--- config.mk ---
export PLATFORM = sky130hd
export DESIGN_NAME = modbus_rtu_read_register_master
export DESIGN_NICKNAME = d
export VERILOG_FILES = /design/src/rtl/mrr_pkg.sv /design/src/rtl/modbus_rtu_read_register_master.sv /design/src/rtl/mrr_tx.sv /design/src/rtl/mrr_ctrl.sv
export SDC_FILE = /design/constraint.sdc
export NUM_CORES = 1
export LEC_CHECK = 0
export BUFFER_PORTS_ARGS = -buffer_cell sky130_fd_sc_hd__buf_2
export CAP_MARGIN = 10
export CORE_UTILIZATION = 33
export DETAILED_ROUTE_END_ITERATION = 10
export PLACE_DENSITY = 0.48
export SLEW_MARGIN = 20
export SYNTH_ARGS = -nofsm -noshare
export SYNTH_HDL_FRONTEND = slang
export SYNTH_SLANG_ARGS = --single-unit
export TNS_END_PERCENT = 10
--- constraint.sdc ---
create_clock -name clk -period 9.9 [get_ports clk]
set_input_delay 0.495 -clock clk [delete_from_list [all_inputs] [get_ports clk]]
set_output_delay 0.495 -clock clk [all_outputs]
set_load 0.1 [all_outputs]
--- src/rtl/mrr_pkg.sv ---
// Shared types, codes and the CRC-16 byte update of the Modbus RTU read master.
`default_nettype none
package mrr_pkg;

  localparam int unsigned MAX_RESPONSE_LEN_DEF = 256;
  localparam int unsigned LEN_W = 9;

  localparam logic [15:0] CRC_INIT = 16'hFFFF;
  localparam logic [15:0] CRC_POLY = 16'hA001;
  localparam logic [7:0]  FUNC_READ_HOLDING = 8'h03;

  localparam logic [2:0] CRC_LOW_BEAT  = 3'd6;
  localparam logic [2:0] FINAL_BEAT    = 3'd7;

  typedef enum logic [1:0] {
    MODE_REQ   = 2'd0,
    MODE_BYTE  = 2'd1,
    MODE_FETCH = 2'd2
  } mode_t;

  typedef enum logic [1:0] {
    KIND_TX      = 2'd0,
    KIND_REJECT  = 2'd1,
    KIND_VERDICT = 2'd2,
    KIND_FETCH   = 2'd3
  } kind_t;

  typedef enum logic [2:0] {
    STAT_OK        = 3'd0,
    STAT_BUSY      = 3'd1,
    STAT_BAD_COUNT = 3'd2,
    STAT_CRC_ERR   = 3'd3,
    STAT_NOT_READY = 3'd4
  } status_t;

  typedef enum logic [1:0] {
    ST_IDLE  = 2'd0,
    ST_WAIT  = 2'd1,
    ST_READY = 2'd2,
    ST_ERROR = 2'd3
  } mstate_t;

  // One result set handed from the controller to the transmit stage.
  typedef struct packed {
    kind_t       kind;
    status_t     status;
    logic [15:0] value;
    mstate_t     mstate;
    logic [7:0]  addr;
    logic [15:0] first;
    logic [15:0] count;
  } load_t;

  function automatic logic [15:0] crc_byte(input logic [15:0] crc, input logic [7:0] b);
    logic [15:0] c;
    c = crc ^ {8'h00, b};
    for (int k = 0; k < 8; k++) begin
      c = c[0] ? ((c >> 1) ^ CRC_POLY) : (c >> 1);
    end
    return c;
  endfunction

endpackage
`default_nettype wire

--- src/rtl/modbus_rtu_read_register_master.sv ---
// Top level of the Modbus RTU master for reading holding registers.
//
//  Channel | Direction | Handshake            | Payload
//  in_     | input     | in_tvalid/in_tready  | in_tdata (fields), in_tuser (mode)
//  out_    | output    | out_tvalid/out_tready| out_tdata (fields), out_tuser (kind), out_tlast
//
// Each input beat is registered, processed and, if it has results, loaded into the
// result stage, whose register then offers the first result beat.
// Beats without results are taken every cycle; a beat with results waits while the result
// stage is busy, so a request that is sent holds the next such beat for eight output beats.
// The reset is synchronous and active low and puts the master in the idle state.
// A stalled output holds the input register only when the waiting beat has results.
`default_nettype none
module modbus_rtu_read_register_master #(
  parameter int unsigned MAX_RESPONSE_LEN = mrr_pkg::MAX_RESPONSE_LEN_DEF
) (
  input  wire logic        clk,
  input  wire logic        rst_n,
  input  wire logic        in_tvalid,
  output logic             in_tready,
  // slave_address [7:0], first_register [23:8], register_count [39:24], rx_byte [47:40]
  input  wire logic [47:0] in_tdata,
  // mode [1:0]
  input  wire logic [1:0]  in_tuser,
  output logic             out_tvalid,
  input  wire logic        out_tready,
  // tx_byte [7:0], status [10:8], register_value [26:11], master_state [28:27]
  output logic [31:0]      out_tdata,
  // kind [1:0]
  output logic [1:0]       out_tuser,
  output logic             out_tlast
);

  logic            ld_valid;
  logic            ld_ok;
  mrr_pkg::load_t  ld;

  mrr_ctrl #(
    .MAX_RESPONSE_LEN(MAX_RESPONSE_LEN)
  ) u_ctrl (
    .clk       (clk),
    .rst_n     (rst_n),
    .in_tvalid (in_tvalid),
    .in_tready (in_tready),
    .in_tdata  (in_tdata),
    .in_tuser  (in_tuser),
    .ld_valid  (ld_valid),
    .ld        (ld),
    .ld_ok     (ld_ok)
  );

  mrr_tx u_tx (
    .clk        (clk),
    .rst_n      (rst_n),
    .ld_valid   (ld_valid),
    .ld         (ld),
    .ld_ok      (ld_ok),
    .out_tvalid (out_tvalid),
    .out_tready (out_tready),
    .out_tdata  (out_tdata),
    .out_tuser  (out_tuser),
    .out_tlast  (out_tlast)
  );

endmodule
`default_nettype wire

--- src/rtl/mrr_tx.sv ---
// Result stage: holds one result set and drives it out, serialising request frames.
`default_nettype none
module mrr_tx (
  input  wire logic          clk,
  input  wire logic          rst_n,
  input  wire logic          ld_valid,
  input  wire mrr_pkg::load_t ld,
  output logic               ld_ok,
  output logic               out_tvalid,
  input  wire logic          out_tready,
  output logic [31:0]        out_tdata,
  output logic [1:0]         out_tuser,
  output logic               out_tlast
);

  logic                 valid_r;
  logic [2:0]           beat_r;
  mrr_pkg::kind_t       kind_r;
  mrr_pkg::status_t     status_r;
  logic [15:0]          value_r;
  mrr_pkg::mstate_t     mstate_r;
  logic [47:0]          shift_r;
  logic [15:0]          crc_r;

  logic                 is_tx;
  logic                 done;
  logic [7:0]           tx_byte;

  assign is_tx = (kind_r == mrr_pkg::KIND_TX);
  assign done  = valid_r && out_tready && (!is_tx || (beat_r == mrr_pkg::FINAL_BEAT));
  assign ld_ok = !valid_r || done;

  always_comb begin
    if (!is_tx) begin
      tx_byte = 8'h00;
    end else if (beat_r < mrr_pkg::CRC_LOW_BEAT) begin
      tx_byte = shift_r[7:0];
    end else if (beat_r == mrr_pkg::CRC_LOW_BEAT) begin
      tx_byte = crc_r[7:0];
    end else begin
      tx_byte = crc_r[15:8];
    end
  end

  always_ff @(posedge clk) begin
    if (!rst_n) begin
      valid_r <= 1'b0;
      beat_r  <= 3'd0;
    end else if (ld_valid && ld_ok) begin
      valid_r <= 1'b1;
      beat_r  <= 3'd0;
    end else if (done) begin
      valid_r <= 1'b0;
    end else if (valid_r && out_tready) begin
      beat_r <= beat_r + 3'd1;
    end
  end

  always_ff @(posedge clk) begin
    if (ld_valid && ld_ok) begin
      kind_r   <= ld.kind;
      status_r <= ld.status;
      value_r  <= ld.value;
      mstate_r <= ld.mstate;
      shift_r  <= {ld.count[7:0], ld.count[15:8], ld.first[7:0], ld.first[15:8],
                   mrr_pkg::FUNC_READ_HOLDING, ld.addr};
      crc_r    <= mrr_pkg::CRC_INIT;
    end else if (valid_r && out_tready && is_tx && (beat_r < mrr_pkg::CRC_LOW_BEAT)) begin
      crc_r   <= mrr_pkg::crc_byte(crc_r, shift_r[7:0]);
      shift_r <= {8'h00, shift_r[47:8]};
    end
  end

  assign out_tvalid = valid_r;
  assign out_tuser  = kind_r;
  assign out_tlast  = is_tx && (beat_r == mrr_pkg::FINAL_BEAT);
  assign out_tdata  = {3'b000, mstate_r, value_r, status_r, tx_byte};

endmodule
`default_nettype wire

--- src/rtl/mrr_ctrl.sv ---
// Input register and master state: request checks, response CRC and value capture.
`default_nettype none
module mrr_ctrl #(
  parameter int unsigned MAX_RESPONSE_LEN = mrr_pkg::MAX_RESPONSE_LEN_DEF
) (
  input  wire logic           clk,
  input  wire logic           rst_n,
  input  wire logic           in_tvalid,
  output logic                in_tready,
  input  wire logic [47:0]    in_tdata,
  input  wire logic [1:0]     in_tuser,
  output logic                ld_valid,
  output mrr_pkg::load_t      ld,
  input  wire logic           ld_ok
);

  localparam int unsigned LW = mrr_pkg::LEN_W;

  logic                 in_valid_r;
  mrr_pkg::mode_t       mode_r;
  logic [7:0]           addr_r;
  logic [15:0]          first_r;
  logic [15:0]          count_r;
  logic [7:0]           rx_r;

  mrr_pkg::mstate_t     state_r, state_nxt;
  logic [LW-1:0]        exp_len_r, exp_len_nxt;
  logic [LW-1:0]        idx_r, idx_nxt;
  logic [15:0]          crc_r, crc_nxt;
  logic [7:0]           crc_low_r, crc_low_nxt;
  logic [7:0]           vhigh_r, vhigh_nxt;
  logic [15:0]          value_r, value_nxt;

  logic                 has_result;
  logic                 advance;
  logic [17:0]          need;
  logic [LW:0]          idx_p2;

  assign need    = 18'd5 + {1'b0, count_r, 1'b0};
  assign idx_p2  = {1'b0, idx_r} + (LW+1)'(2);
  assign advance = in_valid_r && (!has_result || ld_ok);
  assign in_tready = !in_valid_r || advance;
  assign ld_valid  = in_valid_r && has_result && ld_ok;

  always_ff @(posedge clk) begin
    if (!rst_n) begin
      in_valid_r <= 1'b0;
    end else if (in_tready) begin
      in_valid_r <= in_tvalid;
    end
  end

  always_ff @(posedge clk) begin
    if (in_tready && in_tvalid) begin
      mode_r  <= mrr_pkg::mode_t'(in_tuser);
      addr_r  <= in_tdata[7:0];
      first_r <= in_tdata[23:8];
      count_r <= in_tdata[39:24];
      rx_r    <= in_tdata[47:40];
    end
  end

  always_ff @(posedge clk) begin
    if (!rst_n) begin
      state_r   <= mrr_pkg::ST_IDLE;
      exp_len_r <= '0;
      idx_r     <= '0;
      crc_r     <= mrr_pkg::CRC_INIT;
      crc_low_r <= 8'h00;
      vhigh_r   <= 8'h00;
      value_r   <= 16'h0000;
    end else if (advance) begin
      state_r   <= state_nxt;
      exp_len_r <= exp_len_nxt;
      idx_r     <= idx_nxt;
      crc_r     <= crc_nxt;
      crc_low_r <= crc_low_nxt;
      vhigh_r   <= vhigh_nxt;
      value_r   <= value_nxt;
    end
  end

  always_comb begin
    state_nxt   = state_r;
    exp_len_nxt = exp_len_r;
    idx_nxt     = idx_r;
    crc_nxt     = crc_r;
    crc_low_nxt = crc_low_r;
    vhigh_nxt   = vhigh_r;
    value_nxt   = value_r;
    has_result  = 1'b0;
    ld.kind     = mrr_pkg::KIND_TX;
    ld.status   = mrr_pkg::STAT_OK;
    ld.value    = 16'h0000;
    ld.mstate   = state_r;
    ld.addr     = addr_r;
    ld.first    = first_r;
    ld.count    = count_r;
    case (mode_r)
      mrr_pkg::MODE_REQ: begin
        has_result = 1'b1;
        if (state_r == mrr_pkg::ST_WAIT) begin
          ld.kind   = mrr_pkg::KIND_REJECT;
          ld.status = mrr_pkg::STAT_BUSY;
        end else if ((count_r == 16'h0000) || (need > 18'(MAX_RESPONSE_LEN))) begin
          ld.kind   = mrr_pkg::KIND_REJECT;
          ld.status = mrr_pkg::STAT_BAD_COUNT;
        end else begin
          state_nxt   = mrr_pkg::ST_WAIT;
          exp_len_nxt = need[LW-1:0];
          idx_nxt     = '0;
          crc_nxt     = mrr_pkg::CRC_INIT;
          ld.mstate   = mrr_pkg::ST_WAIT;
        end
      end
      mrr_pkg::MODE_BYTE: begin
        if (state_r == mrr_pkg::ST_WAIT) begin
          idx_nxt = idx_r + LW'(1);
          if (idx_p2 < {1'b0, exp_len_r}) begin
            crc_nxt = mrr_pkg::crc_byte(crc_r, rx_r);
            if (idx_r == LW'(3)) begin
              vhigh_nxt = rx_r;
            end else if (idx_r == LW'(4)) begin
              value_nxt = {vhigh_r, rx_r};
            end
          end else if (idx_p2 == {1'b0, exp_len_r}) begin
            crc_low_nxt = rx_r;
          end else begin
            has_result = 1'b1;
            ld.kind    = mrr_pkg::KIND_VERDICT;
            if ({rx_r, crc_low_r} == crc_r) begin
              state_nxt = mrr_pkg::ST_READY;
              ld.mstate = mrr_pkg::ST_READY;
            end else begin
              state_nxt = mrr_pkg::ST_ERROR;
              ld.mstate = mrr_pkg::ST_ERROR;
              ld.status = mrr_pkg::STAT_CRC_ERR;
            end
          end
        end
      end
      mrr_pkg::MODE_FETCH: begin
        has_result = 1'b1;
        ld.kind    = mrr_pkg::KIND_FETCH;
        if (state_r == mrr_pkg::ST_READY) begin
          state_nxt = mrr_pkg::ST_IDLE;
          ld.mstate = mrr_pkg::ST_IDLE;
          ld.value  = value_r;
        end else begin
          ld.status = mrr_pkg::STAT_NOT_READY;
        end
      end
      default: begin
        has_result = 1'b0;
      end
    endcase
  end

endmodule
`default_nettype wire

# == Word-level counts from Yosys, hierarchy flattened ==
# Index checks and enable logic that the tools add are counted.
# op_classes
addsub,4
n_mul,0
div_mod_pow,0
magnitude_cmp,3
n_eq_ne,15
n_shift,0
muxes,54
bitwise,24
reduce_logical,37
# ops
cell,n
$mux 16,20
$mux 48,2
$not 2->3,16
$pmux 16 s2,1
$xor 16x8->16,2
$mux 9,3
$mux 8,3
$mux 5,4
$add 3x17->18 const A,1
$gt 18x9->1 const B,1
$pmux 9 s2,1
$eq 16x16->1,1
$logic_not 16->1,1
$mux 2,8
$pmux 5 s3,1
$reduce_and 5->1,3
$pmux 2 s3,2
$reduce_and 6->1,2
$add 9x2->10 const B,1
$eq 10x9->1,1
$logic_and 1x1->1,10
$lt 10x9->1,1
$add 9x1->9 const B,1
$eq 9x2->1 const B,1
22 further kinds,50
# word_totals
register_bits,210
latchBits,0
mem_bits_rw,0
rom_bits,0
in_bits,54
output_inout_bits,37
memories,0

# == Depth between registers and ports, before layout ==
# Gate-level depths: netlist of run 1.
# depth
depth_word,20
depth_mapped,17
ltp_nobuf,14

# == Modules after synthesis ==
# A second synthesis of run 1 with hierarchy kept.
# unflattened
cells_unflattened,801
area_unflattened_um2,9619.2
# by_module_without_submodules
mod,instances,cells_each,area_per_inst_um2,seq_area_each_um2
mrr_ctrl,1,553,5960.7,2882.8
mrr_tx,1,248,3658.5,2452.4

# == Worst setup path before layout of run 1 ==
# OpenSTA, ideal clock, no wires.
# synth_path
kind,register to register
start,register u_ctrl.idx_r[2]
end,register u_ctrl.addr_r[0] (enable)
setup_ns,0.464
arrival_time_ns,4.967
setup_slack_ns,4.470
stages_incl_launch_ff,13
path_buffers,0
synth_period_minus_slack_ns,5.430
path_cell_list,dfxtp_1 -> ha_1 -> and3_1 -> and3_1 -> xor2_1 -> ha_1 -> a21oi_1 -> nor2b_1 -> or4_4 -> o211a_2 -> o311ai_4 -> nor2_1 -> nor2b_1
# synth_via
elab_chain_len,11
# synth_lines
element,line_no,rtl
from (decl),mrr_ctrl.sv:28,"logic [LW-1:0] idx_r, idx_nxt;"
from (signal assigned),mrr_ctrl.sv:75,idx_r <= idx_nxt;
$add 9x2->10 (*),mrr_ctrl.sv:40,"assign idx_p2 = {1'b0, idx_r} + (LW+1)'(2);"
"parallel branches: the longest is 2 deep, another holds $lt 10x9->1",-,
$mux 1 (*),mrr_ctrl.sv:119,"if (idx_p2 < {1'b0, exp_len_r}) begin"
$mux 1 (*),mrr_ctrl.sv:117,if (state_r == mrr_pkg::ST_WAIT) begin
$pmux 1 s2 (*),mrr_ctrl.sv:99,case (mode_r)
$logic_not 1->1 (*),mrr_ctrl.sv:41,assign advance = in_valid_r && (!has_result || ld_ok);
$logic_or 1x1->1 (*),mrr_ctrl.sv:41,
$logic_and 1x1->1 (*),mrr_ctrl.sv:41,
$logic_or 1x1->1 (*),mrr_ctrl.sv:42,assign in_tready = !in_valid_r || advance;
$logic_and 1x1->1 (*),mrr_ctrl.sv:54,if (in_tready && in_tvalid) begin
to (signal assigned),mrr_ctrl.sv:56,addr_r <= in_tdata[7:0];
to (decl),mrr_ctrl.sv:21,logic [7:0] addr_r;
# Every way passes the cells marked *.
# A chain may end at the register's enable or synchronous reset.

# == Final worst setup path of run 1 ==
# layout_path
start,register u_ctrl.idx_r[2]
end,"register u_tx.shift_r[1], data pin"
# layout_via
elab_chain_len,10
# layout_lines
element,line_no,rtl
$add 9x2->10 (*),mrr_ctrl.sv:40,
"parallel branches: the longest is 2 deep, another holds $lt 10x9->1",-,
$mux 1 (*),mrr_ctrl.sv:119,
$mux 1 (*),mrr_ctrl.sv:117,
$pmux 1 s2 (*),mrr_ctrl.sv:99,
$logic_and 1x1->1 (*) (2 in a row),mrr_ctrl.sv:43,assign ld_valid = in_valid_r && has_result && ld_ok;
$logic_and 1x1->1 (*),mrr_tx.sv:60,if (ld_valid && ld_ok) begin
$mux 48 (*),mrr_tx.sv:60,
to (signal assigned),mrr_tx.sv:65,"shift_r <= {ld.count[7:0], ld.count[15:8], ld.first[7:0], ld.first[15:8],"
to (signal assigned),mrr_tx.sv:70,"shift_r <= {8'h00, shift_r[47:8]};"
to (decl),mrr_tx.sv:22,logic [47:0] shift_r;
# Marked as above.

==> results of run 1 <==
==> final cells by class <==
class	count	share of cell area, %
multi-input combinational	599	35.4
timing repair buffer	95	4.44
clock inverter	10	0.728
inverter	27	0.907
sequential	210	47.8
tap	384	4.30
clock buffer	34	6.44
==> metal layers <==
layer | GRT usage (%) | vias to the layer above | share of wire (%)
li1 | - | 3235 | -
met3 | 2.13 | 26 | 3.4
met2 | 21.9 | 96 | 44
met5 | 0 | - | 0
met1 | 20.2 | 2989 | 51
met4 | 3.50 | 0 | 1.6
==> sequential cells by signal, summed over array words and instances, names as in the netlist <==
signal and count:
u_tx.crc_r 16, u_ctrl.crc_r 16, u_ctrl.exp_len_r 9, u_ctrl.value_r 16, u_tx.beat_r 3, u_ctrl.vhigh_r 8
u_tx.out_tuser 2, u_tx.value_r 16, u_ctrl.crc_low_r 8, u_ctrl.state_r 2, u_ctrl.count_r 16, u_ctrl.in_valid_r 1
u_ctrl.first_r 16, u_ctrl.addr_r 8, u_tx.out_tvalid 1, u_tx.status_r 3, u_ctrl.mode_r 2, u_ctrl.rx_r 8
u_ctrl.idx_r 9, u_tx.mstate_r 2, u_tx.shift_r 48
==> per-stage QoR <==
| stage | power [mW] | area [µm²] |
|---|---|---|
| detailed placement | 1.15 | 10400 |
| global route | 2.09 | 11200 |
| global placement | 1.15 | 10400 |
| CTS | 2.04 | 11200 |
| floorplan | 1.10 | 9620 |
| finish | 2.01 | 11200 |
==> cell usage in the layout (no fill, tap or decap), types with 8 or more instances in the layout <==
cell and instances:
dfxtp_1 97, a211oi_1 11, and2_1 10, buf_2 87, nor2_1 39, buf_4 8
clkbuf_16 25, ha_1 21, xor2_1 36, xnor2_1 39, nand2_1 135, a21oi_1 14
nand3_1 48, edfxtp_1 113, nor2b_1 42, nor3_1 14, o211ai_1 10, inv_1 26
mux2i_1 49, nor4_1 8, o21ai_0 14, and3_1 19, a31oi_1 9
==> final timing paths <==
path	to	slack [ns]	start	cells past startpoint
setup / recovery	u_tx.shift_r[1]	5.34	u_ctrl.idx_r[2]	16
hold / removal	u_ctrl.addr_r[6]	0.15	in_tdata[6]	1
setup reg to reg	u_tx.shift_r[1]	5.34	u_ctrl.idx_r[2]	16
hold reg to reg	u_ctrl.exp_len_r[8]	0.44	u_ctrl.exp_len_r[8]	2
==> cells by family (layout without fill, tap and decap cells) <==
family,count (synthesis),count (layout),synth area share (%)
XOR/XNOR,75,75,6.84
multiplexers,49,49,5.10
AND/OR/NAND/NOR,355,355,18.6
other,1,3,0.0390
AO/OA/AOI/OAI,96,96,7.46
adder cells (fa/ha/maj),21,21,2.73
flip-flops,210,210,55.5
buffers and inverters,75,166,3.71
==> power groups by stage <==
| stage | logic, mW | clock network [mW] | registers, mW |
|---|---|---|---|
| 3_3_place_gp | 0.155 | 0 | 0.992 |
| 3_5_place_dp | 0.155 | 0 | 0.992 |
| 4_1_cts | 0.156 | 0.910 | 0.973 |
| 2_1_floorplan | 0.110 | 0 | 0.994 |
| 6_report | 0.154 | 0.879 | 0.973 |
| 5_1_grt | 0.170 | 0.940 | 0.976 |
==> metrics.txt, run 1 <==
outcome=complete, no violations; vias=6346; multi-input logic area=0.00396 mm²; synth warn=0; Post-synth EDFFs=113; Synth area leaders=edfxtp_1 (35%), dfxtp_1 (20%), nand2_1 (5.3%); GRT Util Overall=14.0%; critical setup path kind=reg2reg; Gate power share=7.7%; fraction of registers with async set/reset=0%; cell area after synthesis=0.00961 mm²; die area=0.0298 mm²; WL final=20800 µm; VDD IR max=107 µV; largest net degree at the start of global routing=65; first-pass GRT wire length=34000 µm; Post-CTS Setup Inserts=0; worst setup margin=5.34 ns; CP required=10.17 ns; Sw Ratio=23.4%; clock share of power=43.8%; Diodes inserted=0; Iteration-0 DRC Markers=380; # H-tree levels=1; Post-CTS Resized=0; Area Growth Syn to Fin=16.2%; layout cells sized above 1=17.1%; Boundary Pins=91; CTS Buf Count=24; First-pass DRT Iterations=4; library cells used by synthesis=61; sequential cell area=0.00534 mm²; PortBufs=87; Yosys reg bits=210; max-slew violations=0; critical path launch point type=flop; Fin Setup TNS=0 ns; total gr overflow=0; top_reg_cell synth=edfxtp_1; slew at the pin closest to its max-slew limit=0.903 ns; Die Ht=173 µm; Antenna Nets Post-Route=0; Fmax=219 MHz; RSZ-0062 raised after global routing=no; Final period util=46.1%; Post-DP HPWL=13800 µm; Reg clk slew, reported paths=0.06 ns; Sw Pwr=468 µW; Place WS=5.30 ns; placed cells=1315; Reg power frac=48.5%; Worst EP arrival=4.83 ns; WL per Instance=15.3 µm; non-filler instance count after layout=1359; kind of cell adding the most delay to the critical path=simple AND/OR/NAND/NOR gates; buffer depth of the longest clock path=3; most common cell in the netlist=nand2_1; cts hold-fix bufs=0; clk_skew=0.0150 ns; GP Congestion=0.753; Fin Hold WS=0.155 ns; Initial Utilization=33.5%; CTS tree=built; Seq/Total Area, Yosys=55.5%; Pleak=4.55 nW; critical path endpoint category=flop; top cells by instance count after synthesis=nand2_1 (135), edfxtp_1 (113), dfxtp_1 (97), mux2i_1 (49), nand3_1 (48); DR DRC count=0; Core Util, Final=38.9%; clock root cell=clkbuf_16; Syn Inst Count=882; final period demand of the worst path=4.56 ns; worst-skew pair later-pin latency=0.51 ns; top cell type by total area after synthesis=edfxtp_1; worst rel slew slack=39.5%; Crit path largest cell delay=0.50 ns; Power Dens Cells=180 mW/mm²; Placeable Area=0.0287 mm²; # fillers=2842; Worst path slowest cell=or4_4; syn avg cell area=10.9 µm²; Sink Count=210; Hold Path Class=in2reg; WP buf/inv=3; sequence of cells on the critical path=ha_1 > and3_1 > and3_1 > xor2_1 > ha_1 > a21oi_1 > nor2b_1 > or4_4 > o211a_2 > o311ai_4 > nand2b_2 > buf_4 > inv_2 > buf_4 > nand2_1 > nand2_1; antenna violations before repair=0; vias in the first global route=6218; setup-violating endpoint count in the final report=0; Vias/cell=4.67; # rows=62; Yosys top cell area share=35.3%; Die W=173 µm; Nets=1032; max_cap viols=0; Final Hold Fails=0; maximum net fanout on the critical path=54; Int Pwr=1.54 mW
Power figures use the tool's default switching activity.
==> run 2: changes to the inputs <==
==> constraint.sdc (replaced) <==
create_clock -name clk -period 4.6 [get_ports clk]
set_input_delay 0.23 -clock clk [delete_from_list [all_inputs] [get_ports clk]]
set_output_delay 0.23 -clock clk [all_outputs]
set_load 0.1 [all_outputs]
==> run 2 against run 1 <==
  * Clock-buffer cell count is 1 lower
  * Clock skew is 0.0049 ns higher
  * Worst setup slack worse by 5.0 ns
  * Flip-flop and latch count stayed put
  * Wire length is 1.8% higher
  * Power is 120% higher
  * Critical endpoint is now in_tready
  * Largest cell class unchanged
  * Largest power group unchanged
==> metrics.txt, run 2 (synthesized netlist as in run 1, its figures left out) <==
Final Hold Fails=0; setup-violating endpoint count in the final report=0; commonest non-fill, non-tap cell in the layout=nand2_1; Iteration-0 DRC Markers=381; Post-DP HPWL=13900 µm; # rows=62; WL final=21100 µm; Worst Reg2Reg Path Length in Cells=13; kind of cell adding the most delay to the critical path=simple AND/OR/NAND/NOR gates; commonest non-fill, non-tap cells in the layout=nand2_1 (135), edfxtp_1 (113), dfxtp_1 (97); Vias/cell=4.61; Top reg by flops=u_tx.shift_r; total gr overflow=0; Worst EP arrival=4.08 ns; max-slew violations=0; VDD IR max=220 µV; WL per Instance=15.0 µm; DR DRC count=0; Power Dens Cells=371 mW/mm²; # H-tree levels=1; placed cells=1319; Final period util=93.6%; Fin Hold WS=0.217 ns; Die W=173 µm; buffer depth of the longest clock path=3; Placeable Area=0.0287 mm²; Diodes inserted=0; clock root cell=clkbuf_16; max FFs per register=48; crit path from=u_ctrl.idx_r[2]; worst-skew pair later-pin latency=0.53 ns; Core Util, Final=40.8%; Crit path largest cell delay=0.49 ns; RR Startpoint=u_ctrl.idx_r[2]; First-pass DRT Iterations=4; vias=6517; Pleak=4.78 nW; sequence of cells on the critical path=ha_1 > and3_1 > and3_1 > xor2_1 > ha_1 > a21oi_1 > nor2b_1 > or4_4 > o211a_2 > o311ai_4 > nor2_1 > inv_1 > buf_2; PortBufs=87; vias in the first global route=6434; critical setup path kind=reg2out; Post-CTS Resized=0; Sink Count=210; CP Depth=13; RSZ-0062 raised after global routing=no; slew at the pin closest to its max-slew limit=0.978 ns; Nets=1088; outcome=complete, no violations; Area Growth Syn to Fin=21.9%; Initial Utilization=33.5%; first-pass GRT wire length=34600 µm; max_cap viols=0; Hold Path Class=in2reg; Fin Setup TNS=0 ns; CTS tree=built; worst rel slew slack=34.7%; Fmax=232 MHz; Worst path slowest cell=or4_4; maximum net fanout on the critical path=7; non-filler instance count after layout=1414; Hold Path Cell Cnt=2; Reg clk slew, reported paths=0.06 ns; WP buf/inv=2; die area=0.0298 mm²; critical path endpoint category=output pin; GP Congestion=0.762; CP required=4.37 ns; largest net degree at the start of global routing=53; CTS Buf Count=25; clk_skew=0.0199 ns; GRT Util Overall=14.2%; Boundary Pins=91; critical path launch point type=flop; Final Power=4.35 mW; antenna violations before repair=0; final period demand of the worst path=4.31 ns; layout cells sized above 1=16.1%; hold path start=rst_n; Die Ht=173 µm; Antenna Nets Post-Route=0
[run 2: cell count changes in the layout (fill, tap and decap cells not counted)]
cell	previous run	this run
clkinvlp_4	2	1
inv_16	0	1
nor2b_2	1	0
buf_4	8	10
dlygate4sd3_1	0	51
clkbuf_1	3	7
nor2b_1	42	43
bufinv_16	1	2
inv_6	1	0
buf_12	0	2
clkinv_2	4	5
clkbuf_8	6	1
[run 2: worst paths after layout]
check	end	slack (ns)
max	in_tready	0.29
max reg2reg	u_tx.value_r[10]	0.55
min	u_ctrl.crc_r[5]	0.22
min reg2reg	u_ctrl.exp_len_r[8]	0.44
[run 2: layout make-up]
cell class / count / area (µm²)
repair buffers: 150 / 1060
inverters: 27 / 101
fillers: 2840 / 17000
well taps: 384 / 480
flip-flops and latches: 210 / 5340
multi-input cells: 599 / 3960
clock buffers: 33 / 666
clock inverters: 11 / 120
[run 2: per-stage QoR]
stage          setup WS [ns]  cell area [µm²]
2_1_floorplan          0.129             9620
3_3_place_gp           0.602            10400
3_5_place_dp           0.494            10400
4_1_cts                0.256            11700
5_1_grt               0.0462            11700
6_report               0.293            11700
[run 2: power by group]
| part | switching, mW | total, mW | internal (mW) |
|---|---|---|---|
| clock network | 0.761 | 1.89 | 1.13 |
| registers | 0.0512 | 2.09 | 2.04 |
| logic | 0.213 | 0.367 | 0.154 |
[run 2: what timing repair did]
item	CTS	global route
endpoints found under the hold margin	51	0
hold buffers	51	0
setup buffers	0	0
[run 2: metal layers]
layer / part of all wire, % / GRT usage [%] / vias to the layer above / wire length, µm
met5: 0 / 0 / - / 0
met4: 1.5 / 3.50 / 0 / 323
met3: 4.0 / 2.40 / 26 / 856
met2: 45 / 22.5 / 120 / 9480
met1: 50 / 20.2 / 3025 / 10500
li1: - / - / 3346 / -
==> run 3: changes to the inputs <==
--- a/config.mk
+++ b/config.mk
@@ -5,6 +5,7 @@
 export SDC_FILE = /design/constraint.sdc
 export NUM_CORES = 1
 export LEC_CHECK = 0
+export ABC_AREA = 1
 export BUFFER_PORTS_ARGS = -buffer_cell sky130_fd_sc_hd__buf_2
 export CAP_MARGIN = 10
 export CORE_UTILIZATION = 33
==> run 3 against run 2 <==
  * Cell count is 22% higher
  * Fmax is 19% higher
  * Clock-buffer cell count is 2 lower
  * Wire length is 9.7% higher
  * Largest cell class unchanged
==> metrics.txt, run 3 <==
Final Hold Fails=0; First-pass DRT Iterations=5; top cell type by total area after synthesis=edfxtp_1; Post-CTS Resized=0; Max Used Layer=met4; Die W=177 µm; Nets=1396; Yosys top cell area share=33.5%; critical path endpoint category=flop; CTS tree=built; clock root cell=clkbuf_16; first-pass GRT wire length=38000 µm; Post-synth EDFFs=113; top cells by instance count after synthesis=nand2_1 (345), nor2_1 (157), inv_1 (120), edfxtp_1 (113), dfxtp_1 (97); VDD IR max=259 µV; cts hold-fix bufs=50; GRT Util Overall=15.0%; Fin Setup TNS=0 ns; commonest non-fill, non-tap cells in the layout=nand2_1 (345), nor2_1 (157), inv_1 (119); critical path launch point type=flop; Initial Utilization=33.9%; Post-CTS Setup Inserts=0; Fmax=277 MHz; Worst EP arrival=3.87 ns; max-slew violations=0; Area Growth Syn to Fin=20.0%; Syn Inst Count=1198; outcome=complete, no violations; synth warn=0; Die Ht=177 µm; PortBufs=87; WL final=23200 µm; metal2 WL=10600 µm; Pleak=5.30 nW; WL met3=846 µm; GP Congestion=0.814; # rows=63; Iteration-0 DRC Markers=520; Placeable Area=0.0299 mm²; CP required=4.86 ns; flop2flop setup slack=0.99 ns; Vias/cell=4.59; placed cells=1635; met1 WL=11200 µm; buffer depth of the longest clock path=3; Antenna Nets Post-Route=0; Boundary Pins=91; commonest non-fill, non-tap cell in the layout=nand2_1; WL per Instance=13.4 µm; max FFs per register=48; vias=7928; Crit path largest cell delay=0.66 ns; max_cap viols=0; antenna violations before repair=0; non-filler instance count after layout=1729; largest net degree at the start of global routing=57; Final period util=78.5%; Post-DP HPWL=15500 µm; fraction of registers with async set/reset=0%; DR DRC count=0; setup-violating endpoint count in the final report=0; final period demand of the worst path=3.61 ns; Worst path slowest cell=clkinv_2; Diodes inserted=0; most common cell in the netlist=nand2_1; Synth area leaders=edfxtp_1 (34%), dfxtp_1 (19%), nand2_1 (13%); Seq/Total Area, Yosys=52.7%; sequence of cells on the critical path=ha_1 > nand2_1 > inv_1 > nand4_1 > xnor2_1 > ha_1 > nand2_1 > inv_1 > nand2_1 > nor2_1 > nand3_1 > nand3_2 > a21oi_2 > nand3_2 > buf_4 > clkinv_2 > nand2_1 > o21ai_0; Top reg by flops=u_tx.shift_r; top_reg_cell synth=edfxtp_1; die area=0.0314 mm²; maximum net fanout on the critical path=48; RSZ-0062 raised after global routing=no; cell repeated most along the worst path=nand2_1; CTS Buf Count=24; Power Dens Cells=369 mW/mm²; Sink Count=210; vias in the first global route=7497; worst rel slew slack=47.4%; syn avg cell area=8.45 µm²; Yosys reg bits=210; library cells used by synthesis=46; Final Power=4.48 mW; Reg clk slew, reported paths=0.06 ns; layout cells sized above 1=12.9%; clk_skew=0.0163 ns; worst-skew pair later-pin latency=0.52 ns; # H-tree levels=1; slew at the pin closest to its max-slew limit=0.788 ns; critical setup path kind=reg2reg; cell area after synthesis=0.0101 mm²; Hold Path Class=in2reg; total gr overflow=0
==> run 3: cell types whose count changed after synthesis, sizes merged, moves of 15 or more <==
cell / change
mux2i: -49
nand2: +220
and3: -19
o21ai: +15
a21oi: +35
xor2: -16
nand4: +27
nor2b: -44
nor2: +126
inv: +100
==> run 3: cell type report <==
cell class | instances | area [µm²]
clock buffers | 31 | 647
repair buffers | 141 | 966
flip-flops and latches | 210 | 5340
clock inverters | 13 | 180
well taps | 390 | 488
multi-input cells | 815 | 4040
inverters | 129 | 485
fillers | 2981 | 17700
==> run 3: worst max-delay path: cells and delay by family, from the launching register on <==
family | cells | cell delay, ns
XOR/XNOR | 1 | 0.16
buffers and inverters | 4 | 1.10
AO/OA/AOI/OAI | 2 | 0.17
adder cells (fa/ha/maj) | 2 | 0.50
AND/OR/NAND/NOR | 9 | 0.98
flip-flops | 1 | 0.43
==> run 3: kinds of logic (layout without fill, tap and decap cells) <==
family | after synthesis | count (layout) | synth area share [%]
XOR/XNOR | 49 | 49 | 4.24
buffers and inverters | 175 | 314 | 7.43
flip-flops | 210 | 210 | 52.7
adder cells (fa/ha/maj) | 21 | 21 | 2.60
other | 1 | 3 | 0.0370
AO/OA/AOI/OAI | 110 | 110 | 6.39
AND/OR/NAND/NOR | 632 | 632 | 26.6
==> run 3: per-layer routing <==
metal	vias up	GRT usage (%)
li1	4115	-
met1	3619	20.4
met2	163	25.0
met3	31	1.87
met4	0	4.24
met5	-	0
==> run 3: worst paths after layout <==
| check | start | end | cells after the start |
|---|---|---|---|
| setup / recovery | u_ctrl.idx_r[2] | u_tx.shift_r[1] | 18 |
| hold / removal | in_tvalid | u_ctrl.in_valid_r | 3 |
| setup reg to reg | u_ctrl.idx_r[2] | u_tx.shift_r[1] | 18 |
| hold reg to reg | u_tx.shift_r[15] | u_tx.shift_r[15] | 2 |
==> run 3: power breakdown <==
group	internal [mW]	switching, mW	total, mW
logic	0.134	0.266	0.400
clock network	1.22	0.761	1.98
registers	2.05	0.0524	2.10
total	3.40	1.08	4.48
==> run 3: stage by stage <==
stage               instance area [µm²]  hold slack [ns]  util [%]  setup WS [ns]
CTS                               12100          0.00851      40.7          0.945
floorplan                         10100            0.329         -          0.470
finish                            12100           0.0260      40.7          0.990
global placement                  10800            0.407      36.2           1.05
detailed placement                10800            0.408      36.2          0.951
global route                      12100           0.0519      40.7          0.557
